===== src/hw/rtl/floppy_head_seek_sequencer_defines.svh =====
// Assertion shorthands for the head seek sequencer, clocked on i_clk with
// the synchronous active-low reset masking every check.
`ifndef FLOPPY_HEAD_SEEK_SEQUENCER_DEFINES_SVH
`define FLOPPY_HEAD_SEEK_SEQUENCER_DEFINES_SVH

// Same-cycle implication.
`define FHS_ASSERT_NOW(label, ante, cons) \
    label: assert property (@(posedge i_clk) disable iff (!i_rst_n) (ante) |-> (cons)) \
        else $error("fhs: same-cycle check failed");

// Next-cycle implication.
`define FHS_ASSERT_NEXT(label, ante, cons) \
    label: assert property (@(posedge i_clk) disable iff (!i_rst_n) (ante) |=> (cons)) \
        else $error("fhs: next-cycle check failed");

`endif


===== src/hw/rtl/fhs_pkg.sv =====
package fhs_pkg;

    // Fixed field widths
    localparam int CylFieldBits = 7;
    localparam int TickBits     = 16;
    localparam int LimitBits    = 7;

    // Parameter defaults
    localparam int DefCylBits  = 7;
    localparam int DefWaitBits = 16;

    // Register reset values
    localparam logic [TickBits-1:0]  RstStepInterval = 16'd30;
    localparam logic [TickBits-1:0]  RstReverseWait  = 16'd180;
    localparam logic [TickBits-1:0]  RstSideWait     = 16'd20;
    localparam logic [TickBits-1:0]  RstSeekSettle   = 16'd150;
    localparam logic [TickBits-1:0]  RstHeadSettle   = 16'd1;
    localparam logic [LimitBits-1:0] RstRecalLimit   = 7'd80;
    localparam logic [LimitBits-1:0] RstCylCount     = 7'd80;

    typedef enum logic [1:0] {
        OP_TICK   = 2'd0,
        OP_SEEK   = 2'd1,
        OP_RECAL  = 2'd2,
        OP_BOUNCE = 2'd3
    } t_op;

    typedef enum logic [2:0] {
        ST_OK      = 3'd0,
        ST_TIMEOUT = 3'd1,
        ST_BUSY    = 3'd2,
        ST_UNKNOWN = 3'd3,
        ST_RANGE   = 3'd4
    } t_status;

    typedef enum logic [2:0] {
        CFG_STEP_INTERVAL = 3'd0,
        CFG_REVERSE_WAIT  = 3'd1,
        CFG_SIDE_WAIT     = 3'd2,
        CFG_SEEK_SETTLE   = 3'd3,
        CFG_HEAD_SETTLE   = 3'd4,
        CFG_RECAL_LIMIT   = 3'd5,
        CFG_CYL_COUNT     = 3'd6
    } t_cfg_idx;

    // Outcome flags of a seek plan
    typedef struct packed {
        logic range_err;
        logic inward;
        logic moving;
    } t_plan;

endpackage


===== src/hw/rtl/floppy_head_seek_sequencer.sv =====
// Channel  | Handshake                  | Payload
// ---------+----------------------------+---------------------------------------------
// in       | i_in_valid / o_in_ready    | i_operation, i_target_cylinder,
//          |                            | i_target_head, i_at_track0
// out      | o_out_valid / i_out_ready  | o_step_pulse, o_step_inward, o_head_select,
//          |                            | o_busy_res, o_done_res, o_status,
//          |                            | o_current_cylinder, o_position_known, o_did_step
// cfg      | i_cfg_we                   | i_cfg_index, i_cfg_data
//
// One item per clock: the sequencer state and the result register update on
// the edge that accepts the item, so the result appears in the cycle after.
// The single result register sets the rate: o_in_ready falls only while a
// result waits and i_out_ready is low, and a taken result frees it at once.
// Reset (synchronous, i_rst_n low) returns to idle, position unknown, and
// loads the default timings; no clearing pass is needed.
`include "floppy_head_seek_sequencer_defines.svh"

module floppy_head_seek_sequencer
    import fhs_pkg::*;
#(
    parameter int CYL_BITS  = DefCylBits,
    parameter int WAIT_BITS = DefWaitBits
) (
    input  logic                    i_clk,
    input  logic                    i_rst_n,

    input  logic                    i_cfg_we,
    input  logic [2:0]              i_cfg_index,
    input  logic [TickBits-1:0]     i_cfg_data,

    input  logic                    i_in_valid,
    output logic                    o_in_ready,
    input  logic [1:0]              i_operation,
    input  logic [CylFieldBits-1:0] i_target_cylinder,
    input  logic                    i_target_head,
    input  logic                    i_at_track0,

    output logic                    o_out_valid,
    input  logic                    i_out_ready,
    output logic                    o_step_pulse,
    output logic                    o_step_inward,
    output logic                    o_head_select,
    output logic                    o_busy_res,
    output logic                    o_done_res,
    output logic [2:0]              o_status,
    output logic [CylFieldBits-1:0] o_current_cylinder,
    output logic                    o_position_known,
    output logic                    o_did_step
);

    // Compare width: room for any cylinder value plus one
    localparam int CW = ((CYL_BITS > CylFieldBits) ? CYL_BITS : CylFieldBits) + 1;
    // Saturation width for wait loads
    localparam int WW = (WAIT_BITS > TickBits) ? WAIT_BITS : TickBits;
    localparam logic [WW-1:0] WaitMax = WW'((64'd1 << WAIT_BITS) - 64'd1);

    typedef enum logic [2:0] {
        PH_IDLE    = 3'd0,
        PH_PRE     = 3'd1,
        PH_STEP    = 3'd2,
        PH_SETTLE  = 3'd3,
        PH_RWAIT   = 3'd4,
        PH_RSETTLE = 3'd5
    } t_phase;

    // Clamp a tick count to the wait counter
    function automatic logic [WAIT_BITS-1:0] sat_wait(input logic [TickBits-1:0] v);
        logic [WW-1:0] x;
        x = WW'(v);
        return (x > WaitMax) ? WaitMax[WAIT_BITS-1:0] : x[WAIT_BITS-1:0];
    endfunction

    // Configuration registers
    logic [TickBits-1:0]  r_cfg_step, r_cfg_reverse, r_cfg_side, r_cfg_seek_settle;
    logic [TickBits-1:0]  r_cfg_head_settle;
    logic [LimitBits-1:0] r_cfg_limit, r_cfg_cyls;

    // Sequencer state
    t_phase                r_phase, n_phase;
    logic [CYL_BITS-1:0]   r_cyl, n_cyl;
    logic                  r_known, n_known;
    logic                  r_head, n_head;
    logic                  r_last_in, n_last_in;
    logic                  r_bounce_in, n_bounce_in;
    logic [CYL_BITS-1:0]   r_steps, n_steps;
    logic [WAIT_BITS-1:0]  r_wait, n_wait;
    logic [LimitBits-1:0]  r_recal, n_recal;
    logic                  r_pend, n_pend;

    // Result register
    logic                    r_out_valid;
    logic                    r_step_pulse, r_step_inward, r_head_select, r_busy, r_done;
    logic [2:0]              r_status;
    logic [CylFieldBits-1:0] r_cur_cyl;
    logic                    r_pos_known, r_did_step;

    logic                  in_accept;
    logic                  busy;
    t_op                   op;
    t_status               res_status;
    logic                  res_pulse, res_dir, res_done;
    logic [TickBits-1:0]   settle;
    logic [WAIT_BITS-1:0]  wait_dec;
    logic [CW-1:0]         cur_w, cc_w, b_c, seek_tgt;
    logic                  b_neg, b_flag;
    logic                  seek_head, seek_bad;
    t_plan                 plan;
    logic [CYL_BITS-1:0]   plan_steps;
    logic [TickBits-1:0]   plan_pre;
    logic [CW-1:0]         n_cyl_w;

    assign o_in_ready = !r_out_valid || i_out_ready;
    assign in_accept  = i_in_valid && o_in_ready;
    assign busy       = (r_phase != PH_IDLE);
    assign op         = t_op'(i_operation);
    assign cur_w      = CW'(r_cyl);
    assign cc_w       = CW'(r_cfg_cyls);

    // Bounce target: neighbour cylinder, turning at either end
    always_comb begin
        b_flag = r_bounce_in;
        if (r_bounce_in) begin
            b_c   = cur_w + CW'(1);
            b_neg = 1'b0;
        end else if (r_cyl == '0) begin
            b_c   = '0;
            b_neg = 1'b1;
        end else begin
            b_c   = cur_w - CW'(1);
            b_neg = 1'b0;
        end
        if (!b_neg && (cc_w != '0) && (b_c > (cc_w - CW'(1)))) begin
            b_neg  = (r_cyl == '0);
            b_c    = b_neg ? '0 : (cur_w - CW'(1));
            b_flag = 1'b0;
        end else if (b_neg) begin
            b_c    = CW'(1);
            b_flag = 1'b1;
        end
    end

    assign seek_tgt  = (op == OP_SEEK) ? CW'(i_target_cylinder) : b_c;
    assign seek_head = (op == OP_SEEK) ? i_target_head : r_head;

    fhs_seek_plan #(
        .CYL_BITS (CYL_BITS)
    ) u_plan (
        .i_target       (seek_tgt),
        .i_cur          (r_cyl),
        .i_last_inward  (r_last_in),
        .i_cyl_count    (r_cfg_cyls),
        .i_reverse_wait (r_cfg_reverse),
        .i_side_wait    (r_cfg_side),
        .o_plan         (plan),
        .o_steps        (plan_steps),
        .o_pre          (plan_pre)
    );

    assign seek_bad = plan.range_err ||
                      ((op == OP_BOUNCE) && (b_neg || (r_cfg_cyls == '0)));
    assign wait_dec = (r_wait != '0) ? (r_wait - WAIT_BITS'(1)) : r_wait;

    // Next state and result for the offered item
    always_comb begin
        n_phase     = r_phase;
        n_cyl       = r_cyl;
        n_known     = r_known;
        n_head      = r_head;
        n_last_in   = r_last_in;
        n_bounce_in = r_bounce_in;
        n_steps     = r_steps;
        n_wait      = r_wait;
        n_recal     = r_recal;
        n_pend      = r_pend;
        res_pulse   = 1'b0;
        res_dir     = 1'b0;
        res_done    = 1'b0;
        res_status  = ST_OK;
        settle      = '0;

        if (op != OP_TICK) begin
            res_done = 1'b1;
            if (busy) begin
                res_status = ST_BUSY;
            end else if (op == OP_RECAL) begin
                // Forget the position and start the outward walk
                res_done = 1'b0;
                n_known  = 1'b0;
                n_recal  = '0;
                n_pend   = 1'b0;
                n_steps  = '0;
                n_wait   = sat_wait(r_cfg_reverse);
                n_phase  = PH_RWAIT;
            end else if (!r_known) begin
                res_status = ST_UNKNOWN;
            end else if (seek_bad) begin
                res_status = ST_RANGE;
            end else begin
                res_done = 1'b0;
                if (plan.moving) begin
                    n_last_in = plan.inward;
                end
                n_steps = plan_steps;
                n_pend  = (r_head != seek_head);
                n_wait  = sat_wait(plan_pre);
                n_phase = PH_PRE;
                if (op == OP_BOUNCE) begin
                    n_bounce_in = ~b_flag;
                end
            end
        end else if (busy) begin
            n_wait = wait_dec;
            if (wait_dec == '0) begin
                case (r_phase)
                    PH_PRE, PH_STEP: begin
                        if (r_steps != '0) begin
                            res_pulse = 1'b1;
                            res_dir   = r_last_in;
                            n_cyl     = r_last_in ? (r_cyl + CYL_BITS'(1))
                                                  : (r_cyl - CYL_BITS'(1));
                            n_steps   = r_steps - CYL_BITS'(1);
                            n_wait    = sat_wait(r_cfg_step);
                            n_phase   = PH_STEP;
                        end else begin
                            // Settle for the longer of seek settle (after steps) and head settle (after a head change)
                            if (r_phase == PH_STEP) begin
                                settle = r_cfg_seek_settle;
                            end
                            if (r_pend && (r_cfg_head_settle > settle)) begin
                                settle = r_cfg_head_settle;
                            end
                            n_head  = r_head ^ r_pend;
                            n_pend  = 1'b0;
                            n_wait  = sat_wait(settle);
                            n_phase = PH_SETTLE;
                        end
                    end
                    PH_SETTLE: begin
                        n_phase  = PH_IDLE;
                        res_done = 1'b1;
                    end
                    PH_RWAIT: begin
                        if (i_at_track0) begin
                            n_head  = 1'b0;
                            n_wait  = sat_wait(r_cfg_seek_settle);
                            n_phase = PH_RSETTLE;
                        end else begin
                            res_pulse = 1'b1;
                            if (r_recal >= r_cfg_limit) begin
                                // Step limit passed: give up, position unknown
                                n_phase    = PH_IDLE;
                                res_done   = 1'b1;
                                res_status = ST_TIMEOUT;
                            end else begin
                                n_recal = r_recal + LimitBits'(1);
                                n_wait  = sat_wait(r_cfg_step);
                            end
                        end
                    end
                    PH_RSETTLE: begin
                        n_cyl     = '0;
                        n_head    = 1'b0;
                        n_last_in = 1'b0;
                        n_known   = 1'b1;
                        n_phase   = PH_IDLE;
                        res_done  = 1'b1;
                    end
                    default: begin
                        n_phase = PH_IDLE;
                    end
                endcase
            end
        end
    end

    assign n_cyl_w = CW'(n_cyl);

    always_ff @(posedge i_clk) begin
        if (!i_rst_n) begin
            r_cfg_step        <= RstStepInterval;
            r_cfg_reverse     <= RstReverseWait;
            r_cfg_side        <= RstSideWait;
            r_cfg_seek_settle <= RstSeekSettle;
            r_cfg_head_settle <= RstHeadSettle;
            r_cfg_limit       <= RstRecalLimit;
            r_cfg_cyls        <= RstCylCount;
            r_phase           <= PH_IDLE;
            r_cyl             <= '0;
            r_known           <= 1'b0;
            r_head            <= 1'b0;
            r_last_in         <= 1'b0;
            r_bounce_in       <= 1'b0;
            r_steps           <= '0;
            r_wait            <= '0;
            r_recal           <= '0;
            r_pend            <= 1'b0;
            r_out_valid       <= 1'b0;
        end else begin
            if (i_cfg_we) begin
                case (i_cfg_index)
                    CFG_STEP_INTERVAL: r_cfg_step        <= i_cfg_data;
                    CFG_REVERSE_WAIT:  r_cfg_reverse     <= i_cfg_data;
                    CFG_SIDE_WAIT:     r_cfg_side        <= i_cfg_data;
                    CFG_SEEK_SETTLE:   r_cfg_seek_settle <= i_cfg_data;
                    CFG_HEAD_SETTLE:   r_cfg_head_settle <= i_cfg_data;
                    CFG_RECAL_LIMIT:   r_cfg_limit       <= i_cfg_data[LimitBits-1:0];
                    CFG_CYL_COUNT:     r_cfg_cyls        <= i_cfg_data[LimitBits-1:0];
                    default: ;
                endcase
            end
            if (in_accept) begin
                r_phase     <= n_phase;
                r_cyl       <= n_cyl;
                r_known     <= n_known;
                r_head      <= n_head;
                r_last_in   <= n_last_in;
                r_bounce_in <= n_bounce_in;
                r_steps     <= n_steps;
                r_wait      <= n_wait;
                r_recal     <= n_recal;
                r_pend      <= n_pend;
                r_out_valid <= 1'b1;
            end else if (i_out_ready) begin
                r_out_valid <= 1'b0;
            end
        end
    end

    // Result payload: load on accept, hold otherwise
    always_ff @(posedge i_clk) begin
        if (in_accept) begin
            r_step_pulse  <= res_pulse;
            r_step_inward <= res_dir;
            r_head_select <= n_head;
            r_busy        <= (n_phase != PH_IDLE);
            r_done        <= res_done;
            r_status      <= res_status;
            r_cur_cyl     <= n_cyl_w[CylFieldBits-1:0];
            r_pos_known   <= n_known;
            r_did_step    <= n_known && (n_recal != '0);
        end
    end

    assign o_out_valid        = r_out_valid;
    assign o_step_pulse       = r_step_pulse;
    assign o_step_inward      = r_step_inward;
    assign o_head_select      = r_head_select;
    assign o_busy_res         = r_busy;
    assign o_done_res         = r_done;
    assign o_status           = r_status;
    assign o_current_cylinder = r_cur_cyl;
    assign o_position_known   = r_pos_known;
    assign o_did_step         = r_did_step;

    `FHS_ASSERT_NEXT(a_accept_gives_result, in_accept, r_out_valid)
    `FHS_ASSERT_NOW(a_status_only_when_done, r_out_valid && (r_status != ST_OK), r_done)
    `FHS_ASSERT_NOW(a_dir_only_with_pulse, r_out_valid && !r_step_pulse, !r_step_inward)
    `FHS_ASSERT_NOW(a_did_step_needs_known, r_out_valid && r_did_step, r_pos_known)
    `FHS_ASSERT_NOW(a_timeout_idle, r_out_valid && r_status == ST_TIMEOUT, !(r_pos_known || r_busy))

endmodule


===== src/hw/rtl/fhs_seek_plan.sv =====
module fhs_seek_plan
    import fhs_pkg::*;
#(
    parameter int CYL_BITS = DefCylBits
) (
    input  logic [((CYL_BITS > CylFieldBits) ? CYL_BITS : CylFieldBits):0] i_target,
    input  logic [CYL_BITS-1:0]  i_cur,
    input  logic                 i_last_inward,
    input  logic [LimitBits-1:0] i_cyl_count,
    input  logic [TickBits-1:0]  i_reverse_wait,
    input  logic [TickBits-1:0]  i_side_wait,
    output t_plan                o_plan,
    output logic [CYL_BITS-1:0]  o_steps,
    output logic [TickBits-1:0]  o_pre
);

    localparam int CW = ((CYL_BITS > CylFieldBits) ? CYL_BITS : CylFieldBits) + 1;
    localparam logic [CW-1:0] CylMask = CW'((64'd1 << CYL_BITS) - 64'd1);

    logic [CW-1:0] cur_w;
    logic [CW-1:0] diff;
    logic          inward;
    logic          moving;

    assign cur_w  = CW'(i_cur);
    assign inward = (i_target >= cur_w);
    assign diff   = inward ? (i_target - cur_w) : (cur_w - i_target);
    assign moving = (diff != '0);

    assign o_plan.range_err = (i_target > CylMask) || (i_target >= CW'(i_cyl_count));
    assign o_plan.inward    = inward;
    assign o_plan.moving    = moving;
    assign o_steps          = diff[CYL_BITS-1:0];

    // Stretch the pre-wait when the head must reverse
    assign o_pre = (moving && (inward != i_last_inward) && (i_reverse_wait > i_side_wait))
                   ? i_reverse_wait : i_side_wait;

endmodule

===== config.mk =====
export PLATFORM = sky130hd
export DESIGN_NAME = floppy_head_seek_sequencer
export DESIGN_NICKNAME = d
export VERILOG_FILES = /design/src/hw/rtl/fhs_pkg.sv /design/src/hw/rtl/floppy_head_seek_sequencer.sv /design/src/hw/rtl/fhs_seek_plan.sv
export VERILOG_INCLUDE_DIRS = /design/src /design/src/hw/rtl
export SDC_FILE = /design/constraint.sdc
export NUM_CORES = 1
export LEC_CHECK = 0
export ABC_CLOCK_PERIOD_IN_PS = 10900
export BUFFER_PORTS_ARGS = -buffer_cell sky130_fd_sc_hd__buf_2
export CAP_MARGIN = 15
export CORE_MARGIN = 3
export CORE_UTILIZATION = 53
export DETAILED_ROUTE_END_ITERATION = 10
export PLACE_DENSITY = 0.76
export SLEW_MARGIN = 20
export SYNTH_ARGS = -nofsm -noshare
export SYNTH_HDL_FRONTEND = slang
export SYNTH_SLANG_ARGS = --single-unit

===== constraint.sdc =====
create_clock -name i_clk -period 10.9 [get_ports i_clk]
set_clock_uncertainty 0.1 [all_clocks]
set_input_delay 1.09 -clock i_clk [delete_from_list [all_inputs] [get_ports i_clk]]
set_output_delay 1.09 -clock i_clk [all_outputs]
set_load 0.01 [all_outputs]

## After elaboration in Yosys (flattened, before gate mapping)

Index checks and enable logic that the tools add are counted.

| cells by class | value |
|---|---|
| divide/modulo/power cells | 0 |
| $mul | 0 |
| magnitude comparators | 12 |
| reductions and logical operators | 51 |
| shift operators | 0 |
| add/sub/neg operators | 10 |
| equality and inequality tests | 21 |
| mux-type cells | 131 |
| bitwise logic cells | 8 |

Operators with widths:

| kind | number |
|---|---|
| $mux W16 | 29 |
| $mux W7 | 22 |
| $gt A16 B16 Y1 const B | 5 |
| $mux W1 | 54 |
| $mux W8 | 6 |
| $mux W3 | 14 |
| $gt A16 B16 Y1 | 2 |
| $pmux W16 S2 | 1 |
| $reduce_bool A2 Y1 | 9 |
| $ge A8 B7 Y1 | 2 |
| $logic_not A16 Y1 | 1 |
| $reduce_and A8 Y1 | 2 |
| $reduce_bool A16 Y1 | 1 |
| $reduce_bool A8 Y1 | 2 |
| $sub A16 B1 Y16 const B | 1 |
| $sub A7 B1 Y8 const B | 2 |
| $eq A3 B3 Y1 const B | 5 |
| $add A7 B1 Y7 const B | 2 |
| $logic_not A7 Y1 | 2 |
| $pmux W7 S2 | 1 |
| $reduce_and A2 Y1 | 7 |
| $reduce_bool A7 Y1 | 2 |
| $sub A7 B1 Y7 const B | 2 |
| $eq A3 B2 Y1 const B | 4 |
| other kinds (28) | 55 |

| storage, ports and cells | value |
|---|---|
| memories kept | 0 |
| bits of input ports | 35 |
| output and inout port bits | 19 |
| register bits after elaboration | 157 |
| RAM bits | 0 |
| memory bits (read-only) | 0 |
| latch bits | 0 |

## Longest topological paths before layout

| logic depth | value |
|---|---|
| depth after elaboration | 22 |
| depth in mapped cells | 32 |
| depth with buffers taken out | 29 |

## By module

A second synthesis with hierarchy kept.

| unflattened totals | value |
|---|---|
| cell total of the unflattened synthesis | 1452 |
| area total of the unflattened synthesis | 11063.1 um^2 |

By module, submodules not included:

| module | sequential area each (um^2) | area each (um^2) | instances | cells each |
|---|---|---|---|---|
| floppy_head_seek_sequencer | 3313.2 | 9352.7 | 1 | 1243 |
| fhs_seek_plan | 0.0 | 1710.4 | 1 | 209 |

## Least setup slack after synthesis

Ideal clock, no wire load.

| timing | value |
|---|---|
| kind | flip-flop to flip-flop |
| start | reg r_cyl[1] |
| end | reg r_wait[10] |
| cell stages (with the launch flop) | 30 |
| path slack | 4355 ps |
| period minus slack after synthesis | 6545 ps |
| setup time | 74 ps |
| buffers on the path | 4 |
| arrival time | 6371 ps |
| data required time | 10726 ps |
| cell sequence | dfxtp_1 > clkbuf_1 > inv_1 > ha_1 > and3_1 > clkbuf_1 > nor2_1 > mux2_2 > ha_1 > nor2b_1 > o211ai_1 > a21oi_1 > o21ai_1 > nor2_1 > mux2_2 > mux2_2 > ha_1 > nor2b_1 > o21ai_0 > a31oi_1 > a21oi_1 > o31ai_1 > nor2_1 > a211oi_1 > nor4_1 > a41o_1 > clkbuf_1 > buf_2 > nand2_1 > a31oi_1 |

| on the way | value |
|---|---|
| cells in the longest elaborated chain, start to end | 21 |
| elaborated cells between the ends (all ways) | 39 |
| those cells by class | 4 x add/sub; 5 x order compare; 2 x eq/ne; 16 x mux; 12 x reduce/logical |

Ends and longest elaborated chain:

| item | line | source |
|---|---|---|
| from (decl) | floppy_head_seek_sequencer.sv:80 | `logic [CYL_BITS-1:0] r_cyl, n_cyl;` |
| from (signal assigned) | floppy_head_seek_sequencer.sv:313 | `r_cyl <= n_cyl;` |
| branches (longest 21 deep; another with $sub A7 B1 Y8) | -- |  |
| to (signal assigned) | floppy_head_seek_sequencer.sv:319 | `r_wait <= n_wait;` |
| to (decl) | floppy_head_seek_sequencer.sv:86 | `logic [WAIT_BITS-1:0] r_wait, n_wait;` |

Parallel ways; which one is timed is not known. The select of a mux whose other input is x is not followed.
A chain may end at the register's enable or synchronous reset.

## Worst setup path after layout

| timing | value |
|---|---|
| start | reg r_cyl[1] |
| end | reg r_wait[2] |

Same word-level chain as after synthesis.

==> out/qor.yml <==
status: "complete, no violations"
root_buffer: "clkbuf_16"
die_x_um: 149
clk_pin_slew_worst_paths_ns: 0.07
synth_area_mm2: 0.0108
cp-end-kind: "register"
cts_hold_buf: 0
synth_ff_type: "dfxtp_1"
final_cells: 1717
antenna_found_initial: 0
critPathMaxFanout: 29
cts_resized: 0
cp.arrival_ns: 8.47
cts-buffers-inserted: 17
crit_type: "register to register"
start_util_pct: 54.6
grt_max_degree: 55
clock-sinks: 157
ir_worst_vdd_v: 0.000103
detail-route-antenna-nets: 0
insertion_delay_ns: 0.44
drt_first_pass_iters: 6
ys_seq_area_share_pct: 30.8
crit_path_start_kind: "register"
period_needed_ns: 8.25
dp.cells: 1685
avgSynthCellArea_um2: 7.49
grt_pass1_vias: 9681
io_buffers: 53
avgViaCountPerCell: 6.27
finalHoldViolCount: 0
dpl.hpwl_mm: 24.2
tns_ns: 0
wl_per_cell_um: 19.6
antenna_cells: 0
io-pin-count: 54
vias: 10800
cp.required_ns: 11.12
grt_overflow_total: 0
yosysWarnings: 0
p_leak_uw: 0.00451
htree_levels: 4
synth_top_area_cell: "dfxtp_1"
gp_congestion: 0.940
relSlewSlack_pct: 19.8
worst_pin_slew_ns: 1.20
synthTopCellsByArea: "dfxtp_1 (26%), nand2_1 (9.6%), ha_1 (9.4%), a21oi_1 (7.6%), edfxtp_1 (4.7%)"
grtUsageTotal_pct: 30.2
yosys.area.top_type_share_pct: 26.0
syn_nets: 1556
final_nets: 1558
post-route-period-util_pct: 75.7
hp-class: "register to register"
area_delta_synth_final_pct: 8.96
syn_inst: 1437
drcViolationCount: 0
rsz0062_at_grt: "false"
clockBufferDepth: 2
timing.final.ws_setup_ns: 2.65
pre_cts_slack_ns: 2.81
slew_violations: 0
rows: 51
setup_viol: 0
cts_setup_buffers: 0
ys_ff_latch: 157
die-area_mm2: 0.0221
synth-edff-count: 17
p_per_area_mw_per_mm2: 138
wirelength_mm: 33.6
grt_pass1_wl_mm: 53.3
drive_gt1_share_pct: 9.64
yosysUniqueCellTypes: 83
fmaxAchievable_ghz: 0.121
drt_iter0_drc: 1203
core_mm2: 0.0197
fp.dieH_um: 149
cts_tree: "yes"
ys_async_sr_fraction_pct: 0
drv_cap: 0
[through the flow]
step	power, uW	hold WS, ns	util [%]	cell area, um2
2_1_floorplan	910	0.336	-	10800
3_5_place_dp	1020	0.349	56.6	11200
3_3_place_gp	1020	0.343	56.6	11200
6_report	1620	0.357	59.5	11700
5_1_grt	1690	0.371	59.5	11700
4_1_cts	1610	0.358	59.5	11700
[power breakdown]
part / internal [uW] / switching, uW
Sequential: 606 / 24.7
Combinational: 138 / 250
Clock: 324 / 277
Total: 1070 / 552
[cell families (layout without fill, tap and decap cells)]
group	after synthesis	after routing	synth area share, %
buffers and inverters	158	173	5.62
adder cells (fa/ha/maj)	85	85	10.1
multiplexers	21	21	2.06
XOR/XNOR	27	27	2.20
AND/OR/NAND/NOR	579	579	25.0
flip-flops	157	157	30.8
AO/OA/AOI/OAI	410	410	24.3
[worst max-delay path, stage by stage (launching register included)]
cell and delay [ns]:
dfxtp_1 0.62, inv_1 0.28, ha_1 0.30, and3_1 0.32, nor2_1 0.14, a32oi_1 0.10
o21ai_0 0.31, ha_1 0.32, a21oi_1 0.16, a21oi_1 0.08, o21ai_1 0.65, nor2_1 0.42
mux2_2 0.38, mux2_2 0.30, ha_1 0.41, a21o_1 0.25, a41oi_1 0.19, a31oi_1 0.15
a21oi_1 0.26, o31ai_1 0.22, nor2_1 0.45, a211oi_1 0.19, nor4_1 0.42, a41o_1 0.82
nand3b_1 0.21, a31oi_1 0.08
[cell type report]
| class | instances | area (um2) |
|---|---|---|
| timing repair buffer | 66 | 363 |
| clock inverter | 14 | 150 |
| tap | 265 | 332 |
| clock buffer | 18 | 429 |
| fill | 1781 | 7980 |
| inverter | 75 | 282 |
| sequential | 157 | 3310 |
| multi-input combinational | 1122 | 6870 |
[synthesized netlist by cell type, types with 21 or more instances]
cell      count
a21oi_1     163
a31oi_1      21
clkbuf_1     74
dfxtp_1     140
ha_1         81
inv_1        71
nand2_1     275
nand3_1      40
nor2_1       96
nor3_1       34
o21ai_0      72
xnor2_1      21
[path summary, 6_finish.rpt]
kind / depth (start not counted) / startpoint / slack [ns] / end
worst max-delay path: 25 / r_cyl[1]$_SDFFE_PN0P_ / 2.65 / r_wait[2]$_SDFFE_PN0P_
worst min-delay path: 2 / r_cfg_limit[5]$_SDFFE_PN0P_ / 0.36 / r_cfg_limit[5]$_SDFFE_PN0P_
worst max register to register: 25 / r_cyl[1]$_SDFFE_PN0P_ / 2.65 / r_wait[2]$_SDFFE_PN0P_
worst min register to register: 2 / r_cfg_limit[5]$_SDFFE_PN0P_ / 0.36 / r_cfg_limit[5]$_SDFFE_PN0P_
[flip-flops by register name, summed over array words and instances, names as in the netlist, 3 cells and up]
signal and cells:
r_cfg_cyls 7, r_phase 3, r_cfg_side 16, r_cfg_head_settle 16
o_status 3, r_wait 16, r_cyl 7, r_cfg_reverse 16
r_cfg_seek_settle 16, r_cfg_limit 7, o_current_cylinder 7, r_steps 7
r_cfg_step 16, r_recal 7
[per-layer routing]
metal | vias to the layer above | wire length (um) | global-route usage [%]
met5 | - | 0 | 0
met2 | 517 | 14600 | 45.3
li1 | 5142 | - | -
met1 | 5052 | 15300 | 44.5
met4 | 0 | 609 | 7.62
met3 | 58 | 3090 | 5.91
[cell usage in the layout (no fill, tap or decap), drive strengths merged, types with 6 or more instances in the layout]
master,synthesis,final
nand3,40,40
o22ai,7,7
clkinv,3,6
o211a,11,11
o21a,6,6
inv,72,80
nand4,17,17
or2,8,8
xnor2,21,21
nand2,275,275
buf,9,66
o31a,8,8
or4,8,8
mux2i,12,12
mux2,9,9
o21ai,77,77
nand3b,13,13
a21oi,164,164
o221a,6,6
clkbuf,74,18
a21o,12,12
ha,81,81
xor2,6,6
a221oi,14,14
a22oi,8,8
nor4,16,16
nor2,99,99
nor3,34,34
nand2b,17,17
dfxtp,140,140
or3,12,12
o211ai,14,14
edfxtp,17,17
a31oi,21,21
a211oi,14,14
nor2b,19,19
No activity file was read; power rests on OpenSTA's default activity.
